$ cat src/rtl/core/fwct_pkg.sv
package fwct_pkg;

    localparam int RAW_W            = 32;
    localparam int DIV_W            = 16;
    localparam int LIMIT_W          = 32;
    localparam int SAMPLES_W        = 8;
    localparam int CEIL_W           = 32;
    localparam int OUT_W            = 32;
    localparam int PHASE_W          = 3;
    localparam int CFG_INDEX_W      = 2;
    localparam int CFG_DATA_W       = 32;
    localparam int WEIGHT_WIDTH_DEF = 32;

    localparam logic [PHASE_W-1:0] PH_POWER_ON   = 3'd0;
    localparam logic [PHASE_W-1:0] PH_JUDGE      = 3'd1;
    localparam logic [PHASE_W-1:0] PH_CONFIRM_DEC = 3'd2;
    localparam logic [PHASE_W-1:0] PH_CONFIRM_INC = 3'd3;
    localparam logic [PHASE_W-1:0] PH_DECREASE   = 3'd4;
    localparam logic [PHASE_W-1:0] PH_INCREASE   = 3'd5;

    localparam logic [CFG_INDEX_W-1:0] CFG_UNIT_DIVISOR    = 2'd0;
    localparam logic [CFG_INDEX_W-1:0] CFG_CHANGE_LIMIT    = 2'd1;
    localparam logic [CFG_INDEX_W-1:0] CFG_CONFIRM_SAMPLES = 2'd2;
    localparam logic [CFG_INDEX_W-1:0] CFG_TOTAL_CEILING   = 2'd3;

    typedef struct packed {
        logic [DIV_W-1:0]     unit_divisor;
        logic [LIMIT_W-1:0]   change_limit;
        logic [SAMPLES_W-1:0] confirm_samples;
        logic [CEIL_W-1:0]    total_ceiling;
    } cfg_t;

    typedef struct packed {
        logic [PHASE_W-1:0] phase;
        logic               powered;
        logic [OUT_W-1:0]   total;
    } track_status_t;

endpackage

$ cat src/rtl/core/fwct_div.sv
module fwct_div
(
    input  logic                          clk,
    input  logic                          rst_n,
    input  logic                          start,
    input  logic [fwct_pkg::RAW_W-1:0]    dividend,
    input  logic [fwct_pkg::DIV_W-1:0]    divisor,
    output logic                          done,
    output logic [fwct_pkg::RAW_W-1:0]    quotient
);

    localparam int STEPS = fwct_pkg::RAW_W;
    localparam int CNT_W = $clog2(STEPS);
    localparam int DW    = fwct_pkg::DIV_W;
    localparam int QW    = fwct_pkg::RAW_W;

    logic             busy_reg;
    logic             done_reg;
    logic [CNT_W-1:0] cnt_reg;
    logic [DW-1:0]    rem_reg;
    logic [DW-1:0]    dvs_reg;
    logic [QW-1:0]    quo_reg;

    logic [DW:0]      shifted;
    logic [DW+1:0]    trial;
    logic             fits;

    assign shifted = {rem_reg, quo_reg[QW-1]};
    assign trial   = {1'b0, shifted} - {2'b00, dvs_reg};
    assign fits    = ~trial[DW+1];

    always_ff @(posedge clk or negedge rst_n)
    begin
        if (!rst_n)
        begin
            busy_reg <= 1'b0;
            done_reg <= 1'b0;
            cnt_reg  <= '0;
        end
        else
        begin
            done_reg <= 1'b0;
            if (start)
            begin
                busy_reg <= 1'b1;
                cnt_reg  <= '0;
            end
            else if (busy_reg)
            begin
                cnt_reg <= cnt_reg + 1'b1;
                if (cnt_reg == CNT_W'(STEPS - 1))
                begin
                    busy_reg <= 1'b0;
                    done_reg <= 1'b1;
                end
            end
        end
    end

    always_ff @(posedge clk)
    begin
        if (start)
        begin
            rem_reg <= '0;
            dvs_reg <= divisor;
            quo_reg <= dividend;
        end
        else if (busy_reg)
        begin
            rem_reg <= fits ? trial[DW-1:0] : shifted[DW-1:0];
            quo_reg <= {quo_reg[QW-2:0], fits};
        end
    end

    assign done     = done_reg;
    assign quotient = quo_reg;

endmodule

$ cat src/rtl/core/fwct_track.sv
module fwct_track
#(
    parameter int WEIGHT_WIDTH = fwct_pkg::WEIGHT_WIDTH_DEF
)
(
    input  logic                     clk,
    input  logic                     rst_n,
    input  logic                     start,
    input  logic [WEIGHT_WIDTH-1:0]  now,
    input  logic                     err,
    input  fwct_pkg::cfg_t           cfg,
    output logic                     done,
    output fwct_pkg::track_status_t  status
);

    localparam int UW = (WEIGHT_WIDTH > 32) ? WEIGHT_WIDTH : 32;
    localparam int SW = fwct_pkg::SAMPLES_W;
    localparam int PW = fwct_pkg::PHASE_W;

    localparam logic [2:0] T_IDLE   = 3'd0;
    localparam logic [2:0] T_DIFF   = 3'd1;
    localparam logic [2:0] T_LIMIT  = 3'd2;
    localparam logic [2:0] T_CEIL   = 3'd3;
    localparam logic [2:0] T_SUB    = 3'd4;
    localparam logic [2:0] T_COMMIT = 3'd5;

    logic [2:0]              step_reg, step_next;
    logic                    done_reg;
    logic [PW-1:0]           phase_reg, phase_next;
    logic [WEIGHT_WIDTH-1:0] ref_reg, ref_next;
    logic [SW-1:0]           cnt_reg, cnt_next;
    logic [WEIGHT_WIDTH-1:0] total_reg, total_next;
    logic                    powered_reg, powered_next;

    logic [WEIGHT_WIDTH-1:0] now_reg;
    logic                    err_reg;
    logic [WEIGHT_WIDTH-1:0] diff_reg;
    logic [WEIGHT_WIDTH-1:0] sum_reg;
    logic                    gt_reg;
    logic                    over_reg;
    logic                    ceil_over_reg;

    logic [UW-1:0]           alu_a;
    logic [UW-1:0]           alu_b;
    logic                    alu_sub;
    logic [UW:0]             alu_sum;
    logic                    alu_carry;
    logic [WEIGHT_WIDTH-1:0] alu_res;
    logic [SW-1:0]           cnt_inc;

    // One adder serves every difference and sum of the update and its weight compares.
    always_comb
    begin
        alu_a   = '0;
        alu_b   = '0;
        alu_sub = 1'b1;
        case (step_reg)
            T_DIFF:
            begin
                if (phase_reg == fwct_pkg::PH_CONFIRM_INC)
                begin
                    alu_a = UW'(now_reg);
                    alu_b = UW'(ref_reg);
                end
                else
                begin
                    alu_a = UW'(ref_reg);
                    alu_b = UW'(now_reg);
                end
            end
            T_LIMIT:
            begin
                if (phase_reg == fwct_pkg::PH_DECREASE)
                begin
                    alu_a   = UW'(total_reg);
                    alu_b   = UW'(diff_reg);
                    alu_sub = 1'b0;
                end
                else
                begin
                    alu_a = UW'(cfg.change_limit);
                    alu_b = UW'(diff_reg);
                end
            end
            T_CEIL:
            begin
                alu_a = UW'(cfg.total_ceiling);
                alu_b = UW'(sum_reg);
            end
            T_SUB:
            begin
                alu_a = UW'(sum_reg);
                alu_b = UW'(cfg.total_ceiling);
            end
            default:
            begin
                alu_a = '0;
            end
        endcase
    end

    assign alu_sum   = {1'b0, alu_a} + {1'b0, alu_sub ? ~alu_b : alu_b} + {{UW{1'b0}}, alu_sub};
    assign alu_carry = alu_sum[UW];
    assign alu_res   = alu_sum[WEIGHT_WIDTH-1:0];
    assign cnt_inc   = (cnt_reg < cfg.confirm_samples) ? cnt_reg + 1'b1 : cnt_reg;

    always_comb
    begin
        step_next = step_reg;
        case (step_reg)
            T_IDLE:   step_next = start ? T_DIFF : T_IDLE;
            T_DIFF:   step_next = T_LIMIT;
            T_LIMIT:  step_next = T_CEIL;
            T_CEIL:   step_next = T_SUB;
            T_SUB:    step_next = T_COMMIT;
            T_COMMIT: step_next = T_IDLE;
            default:  step_next = T_IDLE;
        endcase
    end

    always_comb
    begin
        phase_next   = phase_reg;
        ref_next     = ref_reg;
        cnt_next     = cnt_reg;
        total_next   = total_reg;
        powered_next = powered_reg;
        if (step_reg == T_COMMIT && !err_reg)
        begin
            case (phase_reg)
                fwct_pkg::PH_POWER_ON:
                begin
                    ref_next     = now_reg;
                    powered_next = 1'b1;
                    phase_next   = fwct_pkg::PH_JUDGE;
                end
                fwct_pkg::PH_JUDGE:
                begin
                    cnt_next   = '0;
                    phase_next = gt_reg ? fwct_pkg::PH_CONFIRM_DEC : fwct_pkg::PH_CONFIRM_INC;
                end
                fwct_pkg::PH_CONFIRM_DEC, fwct_pkg::PH_CONFIRM_INC:
                begin
                    if (gt_reg)
                    begin
                        if (over_reg)
                        begin
                            cnt_next = cnt_inc;
                            if (cnt_inc == cfg.confirm_samples)
                            begin
                                phase_next = (phase_reg == fwct_pkg::PH_CONFIRM_DEC) ?
                                             fwct_pkg::PH_DECREASE : fwct_pkg::PH_INCREASE;
                            end
                        end
                    end
                    else
                    begin
                        phase_next = fwct_pkg::PH_JUDGE;
                        cnt_next   = '0;
                    end
                end
                fwct_pkg::PH_DECREASE:
                begin
                    total_next = sum_reg;
                    ref_next   = now_reg;
                    phase_next = fwct_pkg::PH_JUDGE;
                end
                fwct_pkg::PH_INCREASE:
                begin
                    ref_next   = now_reg;
                    phase_next = fwct_pkg::PH_JUDGE;
                end
                default:
                begin
                    phase_next = phase_reg;
                end
            endcase
        end
    end

    always_ff @(posedge clk or negedge rst_n)
    begin
        if (!rst_n)
        begin
            step_reg    <= T_IDLE;
            done_reg    <= 1'b0;
            phase_reg   <= fwct_pkg::PH_POWER_ON;
            ref_reg     <= '0;
            cnt_reg     <= '0;
            total_reg   <= '0;
            powered_reg <= 1'b0;
        end
        else
        begin
            step_reg    <= step_next;
            done_reg    <= (step_reg == T_COMMIT);
            phase_reg   <= phase_next;
            ref_reg     <= ref_next;
            cnt_reg     <= cnt_next;
            total_reg   <= total_next;
            powered_reg <= powered_next;
        end
    end

    always_ff @(posedge clk)
    begin
        case (step_reg)
            T_IDLE:
            begin
                if (start)
                begin
                    now_reg <= now;
                    err_reg <= err;
                end
            end
            T_DIFF:
            begin
                diff_reg <= alu_res;
                gt_reg   <= alu_carry && (alu_res != '0);
            end
            T_LIMIT:
            begin
                if (phase_reg == fwct_pkg::PH_DECREASE)
                begin
                    sum_reg <= alu_res;
                end
                over_reg <= ~alu_carry;
            end
            T_CEIL:
            begin
                ceil_over_reg <= ~alu_carry;
            end
            T_SUB:
            begin
                if (ceil_over_reg)
                begin
                    sum_reg <= alu_res;
                end
            end
            default:
            begin
                err_reg <= err_reg;
            end
        endcase
    end

    assign done           = done_reg;
    assign status.phase   = phase_reg;
    assign status.powered = powered_reg;
    assign status.total   = fwct_pkg::OUT_W'(total_reg);

endmodule

$ cat src/rtl/core/feed_weight_change_tracker.sv
// Each accepted input beat passes through 32 radix-2 divider steps, then five
// steps of the shared-adder phase update, with hand-off cycles between the units;
// no new beat is taken until the current result is loaded into the output register.
// A result waits in the output register while the next beat is processed; the
// following result waits in the final state until the receiver takes the first.
// Reset (rst_n, asynchronous, active low) restores the register defaults and
// the power-on phase with zero reference, counter and consumed total.
module feed_weight_change_tracker
#(
    parameter int WEIGHT_WIDTH = fwct_pkg::WEIGHT_WIDTH_DEF
)
(
    input  logic                                clk,
    input  logic                                rst_n,
    input  logic                                cfg_we,
    input  logic [fwct_pkg::CFG_INDEX_W-1:0]    cfg_index,
    input  logic [fwct_pkg::CFG_DATA_W-1:0]     cfg_wdata,
    input  logic                                in_valid,
    output logic                                in_ready,
    input  logic [fwct_pkg::RAW_W-1:0]          raw_reading,
    input  logic                                system_error,
    output logic                                out_valid,
    input  logic                                out_ready,
    output logic [fwct_pkg::OUT_W-1:0]          current_weight,
    output logic [fwct_pkg::OUT_W-1:0]          feed_total,
    output logic [fwct_pkg::PHASE_W-1:0]        phase,
    output logic                                powered_up
);

    localparam logic [1:0] ST_IDLE  = 2'd0;
    localparam logic [1:0] ST_DIV   = 2'd1;
    localparam logic [1:0] ST_TRACK = 2'd2;
    localparam logic [1:0] ST_FIN   = 2'd3;

    logic [1:0]                    state_reg, state_next;
    fwct_pkg::cfg_t                cfg_reg;
    logic                          err_reg;
    logic [WEIGHT_WIDTH-1:0]       now_reg;
    logic                          out_valid_reg;
    logic [fwct_pkg::OUT_W-1:0]    weight_out_reg;
    logic [fwct_pkg::OUT_W-1:0]    total_out_reg;
    logic [fwct_pkg::PHASE_W-1:0]  phase_out_reg;
    logic                          powered_out_reg;

    logic                          accept;
    logic                          div_done;
    logic [fwct_pkg::RAW_W-1:0]    quotient;
    logic [WEIGHT_WIDTH-1:0]       now_w;
    logic                          track_done;
    fwct_pkg::track_status_t       status;
    logic                          load_out;

    assign in_ready = (state_reg == ST_IDLE);
    assign accept   = in_valid && in_ready;
    assign load_out = (state_reg == ST_FIN) && (!out_valid_reg || out_ready);
    assign now_w    = (cfg_reg.unit_divisor == '0) ? '1 : WEIGHT_WIDTH'(quotient);

    fwct_div u_div
    (
        .clk      (clk),
        .rst_n    (rst_n),
        .start    (accept),
        .dividend (raw_reading),
        .divisor  (cfg_reg.unit_divisor),
        .done     (div_done),
        .quotient (quotient)
    );

    fwct_track
    #(
        .WEIGHT_WIDTH (WEIGHT_WIDTH)
    )
    u_track
    (
        .clk    (clk),
        .rst_n  (rst_n),
        .start  (div_done),
        .now    (now_w),
        .err    (err_reg),
        .cfg    (cfg_reg),
        .done   (track_done),
        .status (status)
    );

    always_comb
    begin
        state_next = state_reg;
        case (state_reg)
            ST_IDLE:  state_next = accept ? ST_DIV : ST_IDLE;
            ST_DIV:   state_next = div_done ? ST_TRACK : ST_DIV;
            ST_TRACK: state_next = track_done ? ST_FIN : ST_TRACK;
            ST_FIN:   state_next = load_out ? ST_IDLE : ST_FIN;
            default:  state_next = ST_IDLE;
        endcase
    end

    always_ff @(posedge clk or negedge rst_n)
    begin
        if (!rst_n)
        begin
            state_reg                <= ST_IDLE;
            out_valid_reg            <= 1'b0;
            cfg_reg.unit_divisor     <= 16'd1;
            cfg_reg.change_limit     <= '0;
            cfg_reg.confirm_samples  <= 8'd3;
            cfg_reg.total_ceiling    <= '1;
        end
        else
        begin
            state_reg <= state_next;
            if (load_out)
            begin
                out_valid_reg <= 1'b1;
            end
            else if (out_ready)
            begin
                out_valid_reg <= 1'b0;
            end
            if (cfg_we)
            begin
                case (cfg_index)
                    fwct_pkg::CFG_UNIT_DIVISOR:
                        cfg_reg.unit_divisor <= cfg_wdata[fwct_pkg::DIV_W-1:0];
                    fwct_pkg::CFG_CHANGE_LIMIT:
                        cfg_reg.change_limit <= cfg_wdata[fwct_pkg::LIMIT_W-1:0];
                    fwct_pkg::CFG_CONFIRM_SAMPLES:
                        cfg_reg.confirm_samples <= cfg_wdata[fwct_pkg::SAMPLES_W-1:0];
                    fwct_pkg::CFG_TOTAL_CEILING:
                        cfg_reg.total_ceiling <= cfg_wdata[fwct_pkg::CEIL_W-1:0];
                    default:
                        cfg_reg <= cfg_reg;
                endcase
            end
        end
    end

    always_ff @(posedge clk)
    begin
        if (accept)
        begin
            err_reg <= system_error;
        end
        if (div_done)
        begin
            now_reg <= now_w;
        end
        if (load_out)
        begin
            weight_out_reg  <= fwct_pkg::OUT_W'(now_reg);
            total_out_reg   <= status.total;
            phase_out_reg   <= status.phase;
            powered_out_reg <= status.powered;
        end
    end

    assign out_valid      = out_valid_reg;
    assign current_weight = weight_out_reg;
    assign feed_total     = total_out_reg;
    assign phase          = phase_out_reg;
    assign powered_up     = powered_out_reg;

`ifndef SYNTHESIS
    a_div_done_in_div: assert property (@(posedge clk) disable iff (!rst_n)
        div_done |-> (state_reg == ST_DIV))
        else $error("Divider finished outside the divide state.");

    a_track_done_in_track: assert property (@(posedge clk) disable iff (!rst_n)
        track_done |-> (state_reg == ST_TRACK))
        else $error("Tracker finished outside the track state.");

    a_busy_after_accept: assert property (@(posedge clk) disable iff (!rst_n)
        accept |=> !in_ready)
        else $error("Input still ready right after a beat was accepted.");

    a_load_sets_valid: assert property (@(posedge clk) disable iff (!rst_n)
        load_out |=> out_valid)
        else $error("Loaded result was not presented.");
`endif

endmodule
$ cat config.mk
export PLATFORM = sky130hd
export DESIGN_NAME = feed_weight_change_tracker
export DESIGN_NICKNAME = d
export VERILOG_FILES = /design/src/rtl/core/fwct_pkg.sv /design/src/rtl/core/fwct_div.sv /design/src/rtl/core/fwct_track.sv /design/src/rtl/core/feed_weight_change_tracker.sv
export SDC_FILE = /design/constraint.sdc
export NUM_CORES = 1
export LEC_CHECK = 0
export BUFFER_PORTS_ARGS = -buffer_cell sky130_fd_sc_hd__buf_2
export CORE_UTILIZATION = 24
export CTS_CLUSTER_DIAMETER = 120
export DETAILED_ROUTE_END_ITERATION = 10
export PLACE_DENSITY = 0.46
export SLEW_MARGIN = 20
export SYNTH_ARGS = -nofsm -noshare
export SYNTH_HDL_FRONTEND = slang
export SYNTH_SLANG_ARGS = --single-unit
$ cat constraint.sdc
create_clock -name clk -period 6.9 [get_ports clk]
set_input_delay 0.69 -clock clk [delete_from_list [all_inputs] [get_ports clk]]
set_output_delay 0.69 -clock clk [all_outputs]
set_load 0.01 [all_outputs]
Word-level counts from Yosys, hierarchy flattened
Cells that the tools add are included.
Widths: inputs -> output; s select.
{"block": "totals", "register_bits": 443, "in_bits": 72, "word_cells": 136}
{"block": "op_classes", "addsub": 5, "magnitude_cmp": 1, "n_eq_ne": 22, "mux": 42, "n_bitwise": 3, "n_reduce_logical": 31}
{"operator": "$mux 32", "count": 9}
{"operator": "$pmux 32 s4", "count": 2}
{"operator": "$pmux 32 s2", "count": 1}
{"operator": "$add 32x32->33", "count": 1}
{"operator": "$add 33x1->33", "count": 1}
{"operator": "$not 32->32", "count": 1}
{"operator": "$reduce_bool 32->1", "count": 1}
{"operator": "$mux 8", "count": 3}
{"operator": "$sub 17x16->18", "count": 1}
{"operator": "$logic_not 16->1", "count": 1}
{"operator": "$mux 16", "count": 1}
{"operator": "$pmux 8 s2", "count": 1}
{"operator": "$reduce_and 2->1", "count": 8}
{"operator": "$mux 1", "count": 15}
{"operator": "$pmux 3 s5", "count": 1}
{"operator": "$eq 3x2->1 const B", "count": 4}
{"operator": "$eq 3x3->1 const B", "count": 4}
{"operator": "$mux 5", "count": 2}
{"operator": "$mux 3", "count": 3}
{"operator": "$pmux 3 s3", "count": 1}
{"operator": "$add 8x1->8 const B", "count": 1}
{"operator": "$eq 2x2->1 const B", "count": 4}
{"operator": "$eq 8x8->1", "count": 1}
{"operator": "$lt 8x8->1", "count": 1}
{"operator": "other kinds (20)", "count": 36}

Longest topological paths before layout
Gate-level depths: netlist of run 1.
{"block": "depth", "word_depth": 9, "ltp_mapped": 19, "depth_no_buf": 18}

Hierarchy
A second synthesis of run 1 with hierarchy kept.
{"block": "unflattened", "cells_unflattened": 1600, "hier_area_um2": 21335.5}
{"mod": "fwct_track", "instances": 1, "cells_per_inst": 967, "area_each_um2": 11061.9, "seq_area_each_um2": 5004.8}
{"mod": "feed_weight_change_tracker", "instances": 1, "cells_per_inst": 342, "area_each_um2": 6740.2, "seq_area_each_um2": 5353.9}
{"mod": "fwct_div", "instances": 1, "cells_per_inst": 291, "area_each_um2": 3533.4, "seq_area_each_um2": 1936.9}

Least setup slack after synthesis of run 1
OpenSTA, ideal clock, no wires.
{"block": "synth_timing", "path_type": "flip-flop to flip-flop", "start": "reg u_track.step_reg[0]", "end": "reg u_track.gt_reg (data pin)", "setup_time_ns": 0.263, "arrival_ns": 5.162, "required_ns": 6.637, "path_slack_ns": 1.475, "stages_incl_launch_ff": 20, "synth_period_minus_slack_ns": 5.425, "path_cell_list": "dfrtp_1 -> buf_4 -> or3b_1 -> buf_6 -> inv_1 -> clkbuf_1 -> a222oi_1 -> xnor2_1 -> ha_1 -> clkbuf_1 -> a21oi_1 -> o21a_1 -> o211a_1 -> nor3_1 -> or4b_1 -> or4_1 -> nor4_2 -> nand4b_1 -> and4b_1 -> a21oi_1"}
{"block": "synth_between", "elab_chain_len": 8, "elab_cells_between_ends": 13, "cone_classes": "add/sub (2); eq/ne (4); mux (4); bitwise (1); reduce/logical (2)"}
{"element": "from (decl)", "line": "fwct_track.sv:27", "rtl": "logic [2:0] step_reg, step_next;"}
{"element": "from (signal assigned)", "line": "fwct_track.sv:195", "rtl": "step_reg <= step_next;"}
{"element": "$eq 3x3->1, or another cell as far along", "line": "fwct_track.sv:57", "rtl": "case (step_reg)"}
{"element": "$pmux 32 s4", "line": "fwct_track.sv:57"}
{"element": "$not 32->32", "line": "fwct_track.sv:102", "rtl": "assign alu_sum = {1'b0, alu_a} + {1'b0, alu_sub ? ~alu_b : alu_b} + {{UW{1'b0}}, alu_sub};"}
{"element": "$mux 32", "line": "fwct_track.sv:102"}
{"element": "$add 32x32->33", "line": "fwct_track.sv:102"}
{"element": "$add 33x1->33 (*)", "line": "fwct_track.sv:102"}
{"element": "$reduce_bool 32->1", "line": "fwct_track.sv:219", "rtl": "gt_reg <= alu_carry && (alu_res != '0);"}
{"element": "$logic_and 1x1->1 (*)", "line": "fwct_track.sv:219"}
{"element": "to (signal assigned)", "line": "fwct_track.sv:219"}
{"element": "to (decl)", "line": "fwct_track.sv:39", "rtl": "logic gt_reg;"}
Mark *: on every way between the ends. The rest lies on a longest branch, timed or not.
A chain may end at the register's enable or synchronous reset.

Worst setup path in the final report of run 1
{"block": "layout_timing", "start": "reg u_track.step_reg[1]", "end": "reg u_track.gt_reg (data pin)"}
{"block": "layout_between", "elab_chain_len": 8, "elab_cells_between_ends": 13, "cone_classes": "add/sub (2); eq/ne (4); mux (4); bitwise (1); reduce/logical (2)"}
{"element": "$eq 3x3->1, or another cell as far along", "line": "fwct_track.sv:57"}
{"element": "$pmux 32 s4", "line": "fwct_track.sv:57"}
{"element": "$not 32->32", "line": "fwct_track.sv:102"}
{"element": "$mux 32", "line": "fwct_track.sv:102"}
{"element": "$add 32x32->33", "line": "fwct_track.sv:102"}
{"element": "$add 33x1->33 (*)", "line": "fwct_track.sv:102"}
{"element": "net u_track.alu_sum[28]", "line": "fwct_track.sv:46", "rtl": "logic [UW:0] alu_sum;"}
{"element": "$reduce_bool 32->1 (*)", "line": "fwct_track.sv:219"}
{"element": "$logic_and 1x1->1 (*)", "line": "fwct_track.sv:219"}
The timed path passes the listed nets; every way through them passes the cells marked *.

==> results of run 1 <==
[per-layer routing]
metal / routed length, um / global-route usage
met3: 2740 / 0.0251
met1: 28200 / 0.177
met2: 29800 / 0.223
met5: 47 / 0
met4: 2060 / 0.0489
[synth_stat cells (14+ instances only)]
master and instances:
xor2_1 18, nor3_1 27, dfrtp_1 143, mux2_2 216, a21oi_1 70, inv_1 54
o21ai_0 63, edfxtp_1 249, xnor2_1 53, dfstp_2 35, a222oi_1 60, ha_1 57
dfxtp_1 16, a21o_1 14, nand2b_1 40, clkbuf_1 81, a31oi_1 18, nor2_1 59
nand2_1 205, mux2i_1 46, nand3_1 26, o211ai_1 39
[placed cells by master, fill, tap and decap left out, types with 14 or more instances in the layout]
master     count
clkbuf_16     51
nor2_1        57
a31oi_1       18
nor3_1        26
mux2_2       216
dfrtp_1      141
nand2b_1      40
nand2_1      202
buf_4         28
o211ai_1      39
nand3_1       25
a21oi_1       70
a21o_1        14
o21ai_0       63
edfxtp_1     249
inv_1         52
xnor2_1       53
buf_2        140
ha_1          57
xor2_1        18
a222oi_1      60
dfxtp_1       16
dfstp_2       35
mux2i_1       46
[kinds of logic after synthesis]
logic type | Yosys count
adders and majority gates | 59
muxes | 262
DFF | 443
and+or+nand+nor | 450
xor gates and xnor gates | 71
AOI/OAI and AO/OA | 341
buffers and inverters | 153
[metrics by stage]
step	util	std cells	total power, uW	setup slack [ns]
2_1_floorplan	-	1779	8680	1.48
3_3_place_gp	0.266	3028	10400	1.54
3_5_place_dp	0.266	3028	10500	1.40
4_1_cts	0.283	3116	13100	1.41
5_1_grt	0.283	3117	13900	0.930
6_report	0.283	3117	13000	1.38
[area by class of cell]
type                       instances  area (um2)  share of cell area
timing repair buffer             171         965              0.0380
multi-input combinational       1183        8930               0.352
clock buffer                      69        1390              0.0549
clock inverter                    19         139             0.00547
antenna                            1        2.50           0.0000985
tap                             1176        1470              0.0579
inverter                          55         206             0.00813
sequential                       443       12300               0.484
[power by group]
| part | total [uW] | leakage, uW | switching (uW) | internal [uW] |
|---|---|---|---|---|
| logic | 6090 | 0.00480 | 3820 | 2270 |
| clock network | 2540 | 0.000754 | 1070 | 1470 |
| registers | 4380 | 0.00470 | 402 | 3980 |
[path summary, 6_finish.rpt]
path | end | slack [ns] | cells past startpoint | from
min | u_track.total_reg[15] | 0.04 | 1 | rst_n
max | u_track.gt_reg | 1.38 | 18 | u_track.step_reg[1]
min in group clk | err_reg | 0.30 | 1 | system_error
max reg2reg | u_track.gt_reg | 1.38 | 18 | u_track.step_reg[1]
max in group asynchronous | cfg_reg[37] | 5.53 | 2 | rst_n
min reg2reg | current_weight[23] | 0.41 | 0 | now_reg[23]
==> flow_summary.json, run 1 <==
{
  "post-route-min-period_ns": 5.52,
  "cpPeakStageDelay_ns": 0.68,
  "cp_data_required_time_ns": 7.22,
  "viasPerCell": 4.74,
  "hold_ws_ns": 0.0407,
  "io_pins": 142,
  "hold_class": "in -> async",
  "setup_tns_ns": 0,
  "insertion_delay_ns": 0.59,
  "antenna_found_initial": 5,
  "die_h_um": 303,
  "ir_drop_v": 0.000240,
  "drive_gt1_frac": 0.270,
  "worst_pin_slew_ns": 1.09,
  "synth_warnings": 0,
  "clockRootBuffer": "clkbuf_16",
  "yosys.area_share.adder": 0.0346,
  "synth_compound_area_frac": 0.113,
  "syn_avg_cell_area_um2": 12.2,
  "dieWidth_um": 303,
  "synth_edf_count": 249,
  "cap_violations": 0,
  "path_buf_inv": 2,
  "muxShareOfSynthArea": 0.133,
  "cts-htree-levels": 2,
  "grt_pass1_wl_um": 95000,
  "cp-start-kind": "register",
  "min_period_over_period": 0.801,
  "synth-simple-area-share": 0.0990,
  "clkTransAtPathRegs_ns": 0.06,
  "rows": 110,
  "synth_top_cell_area_share": 0.344,
  "synth_fp_nets": 1910,
  "cts_num_sinks": 443,
  "cts.path.max_buffers": 3,
  "power-per-cell-area_nw_per_um2": 512,
  "arrival_ns": 5.84,
  "cts_tree": "yes",
  "synth_xor_area_frac": 0.0286,
  "synth_top_cell_by_area": "edfxtp_1",
  "dr.first_iter.drc_count": 1061,
  "ys_async_sr_fraction": 0.402,
  "start_util": 0.242,
  "slew_viol_final": 0,
  "fmax_ghz": 0.181,
  "synth_flop_cell": "edfxtp_1",
  "critPathMaxFanout": 18,
  "syn2layout_area_growth_pct": 16.7,
  "num-fill-cells": 9269,
  "postCtsSetupRepairBufs": 0,
  "hold_violations": 0,
  "drt-wirelength-per-cell_um": 20.1,
  "end_kind": "register",
  "place.gp.congestion": 0.881,
  "syn_area_um2": 21800,
  "synth-seq-cells": 443,
  "place_hpwl_um": 45000,
  "design.core.area_um2": 89900,
  "rsz0062_at_grt": "no",
  "final_area_um2": 25400,
  "ctsResizeCount": 0,
  "placed_area_um2": 23900,
  "power_leakage_uw": 0.0103,
  "largest_reg_flops": 88,
  "cts_buffers": 49,
  "setup_violations": 0,
  "path_delay_family": "simple AND/OR/NAND/NOR gates",
  "path_cells": "or3b_1, inv_2, and2_1, buf_12, nand2_1, nand2_1, a211oi_1, fa_1, nor2b_1, o2111ai_1, nand3_1, nand3_1, a31oi_1, a211oi_1, xnor2_1, nor4_1, and4b_1, a21oi_1",
  "slowest_stage": "and2_1",
  "vias": 14800,
  "criticalPathCategory": "reg -> reg",
  "gr-total-overflow": 0,
  "first_pass_iters": 9,
  "yosysSeqAreaShare": 0.565,
  "drc": 0,
  "yosysUniqueCellTypes": 75,
  "netlist_instances": 1779,
  "status": "finished, final reports clean",
  "dieArea_um2": 91900,
  "grt_pass1_vias": 15200,
  "final_antenna_net_count": 0,
  "maxSlewHeadroom": 0.268,
  "fin_skew_ns": 0.0188,
  "synthTopCellsByArea": "edfxtp_1, dfrtp_1, mux2_2, dfstp_2, nand2_1",
  "synth_top_family_by_area": "multiplexers",
  "port-buffer-count": 141,
  "drt-total-wl_um": 62800,
  "grtUsageTotal": 0.136,
  "finalNetCount": 2034,
  "hold_buffers": 0,
  "grt_max_degree": 71
}
No activity file was read; power rests on OpenSTA's default activity.
==> run 2: changes to the inputs <==
clock period = 5.5 ns   (was 6.9 ns; I/O delays follow)
==> flow_summary.json, run 2 (synthesized netlist as in run 1, its figures left out) <==
{
  "finalNetCount": 2068,
  "drt-wirelength-per-cell_um": 20.3,
  "cpMostUsedCell": "nand2_1",
  "rows": 110,
  "place_hpwl_um": 46900,
  "path_buf_inv": 1,
  "cts_num_sinks": 443,
  "drive_gt1_frac": 0.286,
  "cp_num_cells": 16,
  "grt_pass1_wl_um": 97000,
  "path_delay_family": "simple AND/OR/NAND/NOR gates",
  "hold_violations": 0,
  "cp_data_required_time_ns": 5.83,
  "grt_pass1_vias": 15400,
  "final_cell_mix": "edfxtp_1, mux2_2, nand2_1",
  "layout_commonest_cell": "edfxtp_1",
  "cap_violations": 0,
  "criticalPathCategory": "reg -> reg",
  "maxSlewHeadroom": 0.331,
  "status": "finished, final reports clean",
  "clkTransAtPathRegs_ns": 0.06,
  "cpPeakStageDelay_ns": 0.55,
  "io_pins": 142,
  "antenna_found_initial": 5,
  "port-buffer-count": 141,
  "cts_buffers": 49,
  "r2r_setup_slack_ns": 0.50,
  "cp-start-kind": "register",
  "rsz0062_at_grt": "no",
  "slew_viol_final": 0,
  "crit_end": "u_track.gt_reg",
  "dp_cells": 3062,
  "power_leakage_uw": 0.0105,
  "grt_max_degree": 91,
  "setup_tns_ns": 0,
  "ir_drop_v": 0.000310,
  "path_cells": "or3b_1, buf_4, o211ai_1, or3_1, nand2_1, fa_1, nor2b_1, o2111ai_1, nand2_1, xor2_1, or4b_1, or4_1, nor4_2, nand4b_1, and4b_1, a21oi_1",
  "dieArea_um2": 91900,
  "design.core.area_um2": 89900,
  "reg2reg_depth": 16,
  "die_h_um": 303,
  "cts_tree": "yes",
  "start_util": 0.242,
  "drt-total-wl_um": 64100,
  "vias": 15100,
  "insertion_delay_ns": 0.59,
  "layoutNonFillerInstCount": 3156,
  "power-per-cell-area_nw_per_um2": 661,
  "worst_pin_slew_ns": 1.00,
  "viasPerCell": 4.78,
  "cts-htree-levels": 2,
  "final_area_um2": 25900,
  "slowest_stage": "or3b_1",
  "syn2layout_area_growth_pct": 18.9,
  "clockRootBuffer": "clkbuf_16",
  "arrival_ns": 5.33,
  "cts.path.max_buffers": 3,
  "fin_skew_ns": 0.0246,
  "final_antenna_net_count": 0,
  "post-route-min-period_ns": 5.00,
  "r2r_start": "u_track.step_reg[0]",
  "hold_buffers": 0,
  "utilization": 0.288,
  "largest_reg_flops": 88,
  "placed_area_um2": 24200,
  "gr-total-overflow": 0,
  "critPathMaxFanout": 15,
  "startpoint": "u_track.step_reg[0]",
  "min_period_over_period": 0.909,
  "end_kind": "register",
  "r2r_end": "u_track.gt_reg",
  "hold_class": "in -> async",
  "grtUsageTotal": 0.139,
  "drc": 0,
  "dr.first_iter.drc_count": 1145,
  "first_pass_iters": 6,
  "dieWidth_um": 303,
  "fmax_ghz": 0.200,
  "place.gp.congestion": 0.899,
  "setup_violations": 0
}
run 2: cell count changes in the layout (fill, tap and decap cells not counted), sizes merged:
cell,delta
diode,+1
clkinvlp,+4
clkbuf,-1
buf,+34
inv,+4
bufinv,+5
clkinv,-8
run 2: final cells by class:
class,count,area [um2]
fill,9259,64000
sequential,443,12300
multi-input combinational,1183,8930
tap,1176,1470
clock buffer,68,1380
timing repair buffer,205,1270
clock inverter,24,322
inverter,55,209
antenna,2,5.00
run 2: worst min-delay path by stage:
stage | start | end | slack [ns]
2_1_floorplan | rst_n | cfg_reg[34] | 0.25
3_3_place_gp | now_reg[21] | current_weight[21] | 0.40
3_5_place_dp | now_reg[30] | current_weight[30] | 0.40
4_1_cts | rst_n | cfg_reg[60] | 0.04
5_1_grt | rst_n | cfg_reg[60] | 0.05
6_report | rst_n | cfg_reg[60] | 0.009
run 2: timing repair:
item | CTS | global route
endpoints found under the setup margin | 0 | 1
setup buffers | 0 | 0
gates resized for setup | 0 | 4
run 2: worst reg2reg max path, delay by kind of cell, from the launching register on:
family | cells | cell delay (ns)
DFF | 1 | 0.51
and+or+nand+nor | 10 | 2.90
buffers and inverters | 1 | 0.28
AOI/OAI and AO/OA | 3 | 0.51
xor gates and xnor gates | 1 | 0.13
adders and majority gates | 1 | 0.42
run 2: power breakdown:
| part | internal [uW] | switching [uW] | leakage, uW |
|---|---|---|---|
| combinational | 3160 | 4970 | 0.00498 |
| clock | 2090 | 1390 | 0.000817 |
| sequential | 4990 | 502 | 0.00470 |
run 2: per-layer routing:
metal | track usage | part of all wire
met5 | 0 | 0.00044
met4 | 0.0408 | 0.026
met3 | 0.0232 | 0.046
met2 | 0.234 | 0.48
met1 | 0.183 | 0.45
run 2: per-stage QoR:
stage / setup slack, ns / total power, uW / hold WS (ns)
global route: 0.0679 / 18300 / 0.0461
CTS: 0.487 / 17300 / 0.0373
floorplan: 0.0751 / 10900 / 0.254
finish: 0.501 / 17100 / 0.00899
detailed placement: 0.501 / 13700 / 0.405
global placement: 0.565 / 13600 / 0.403
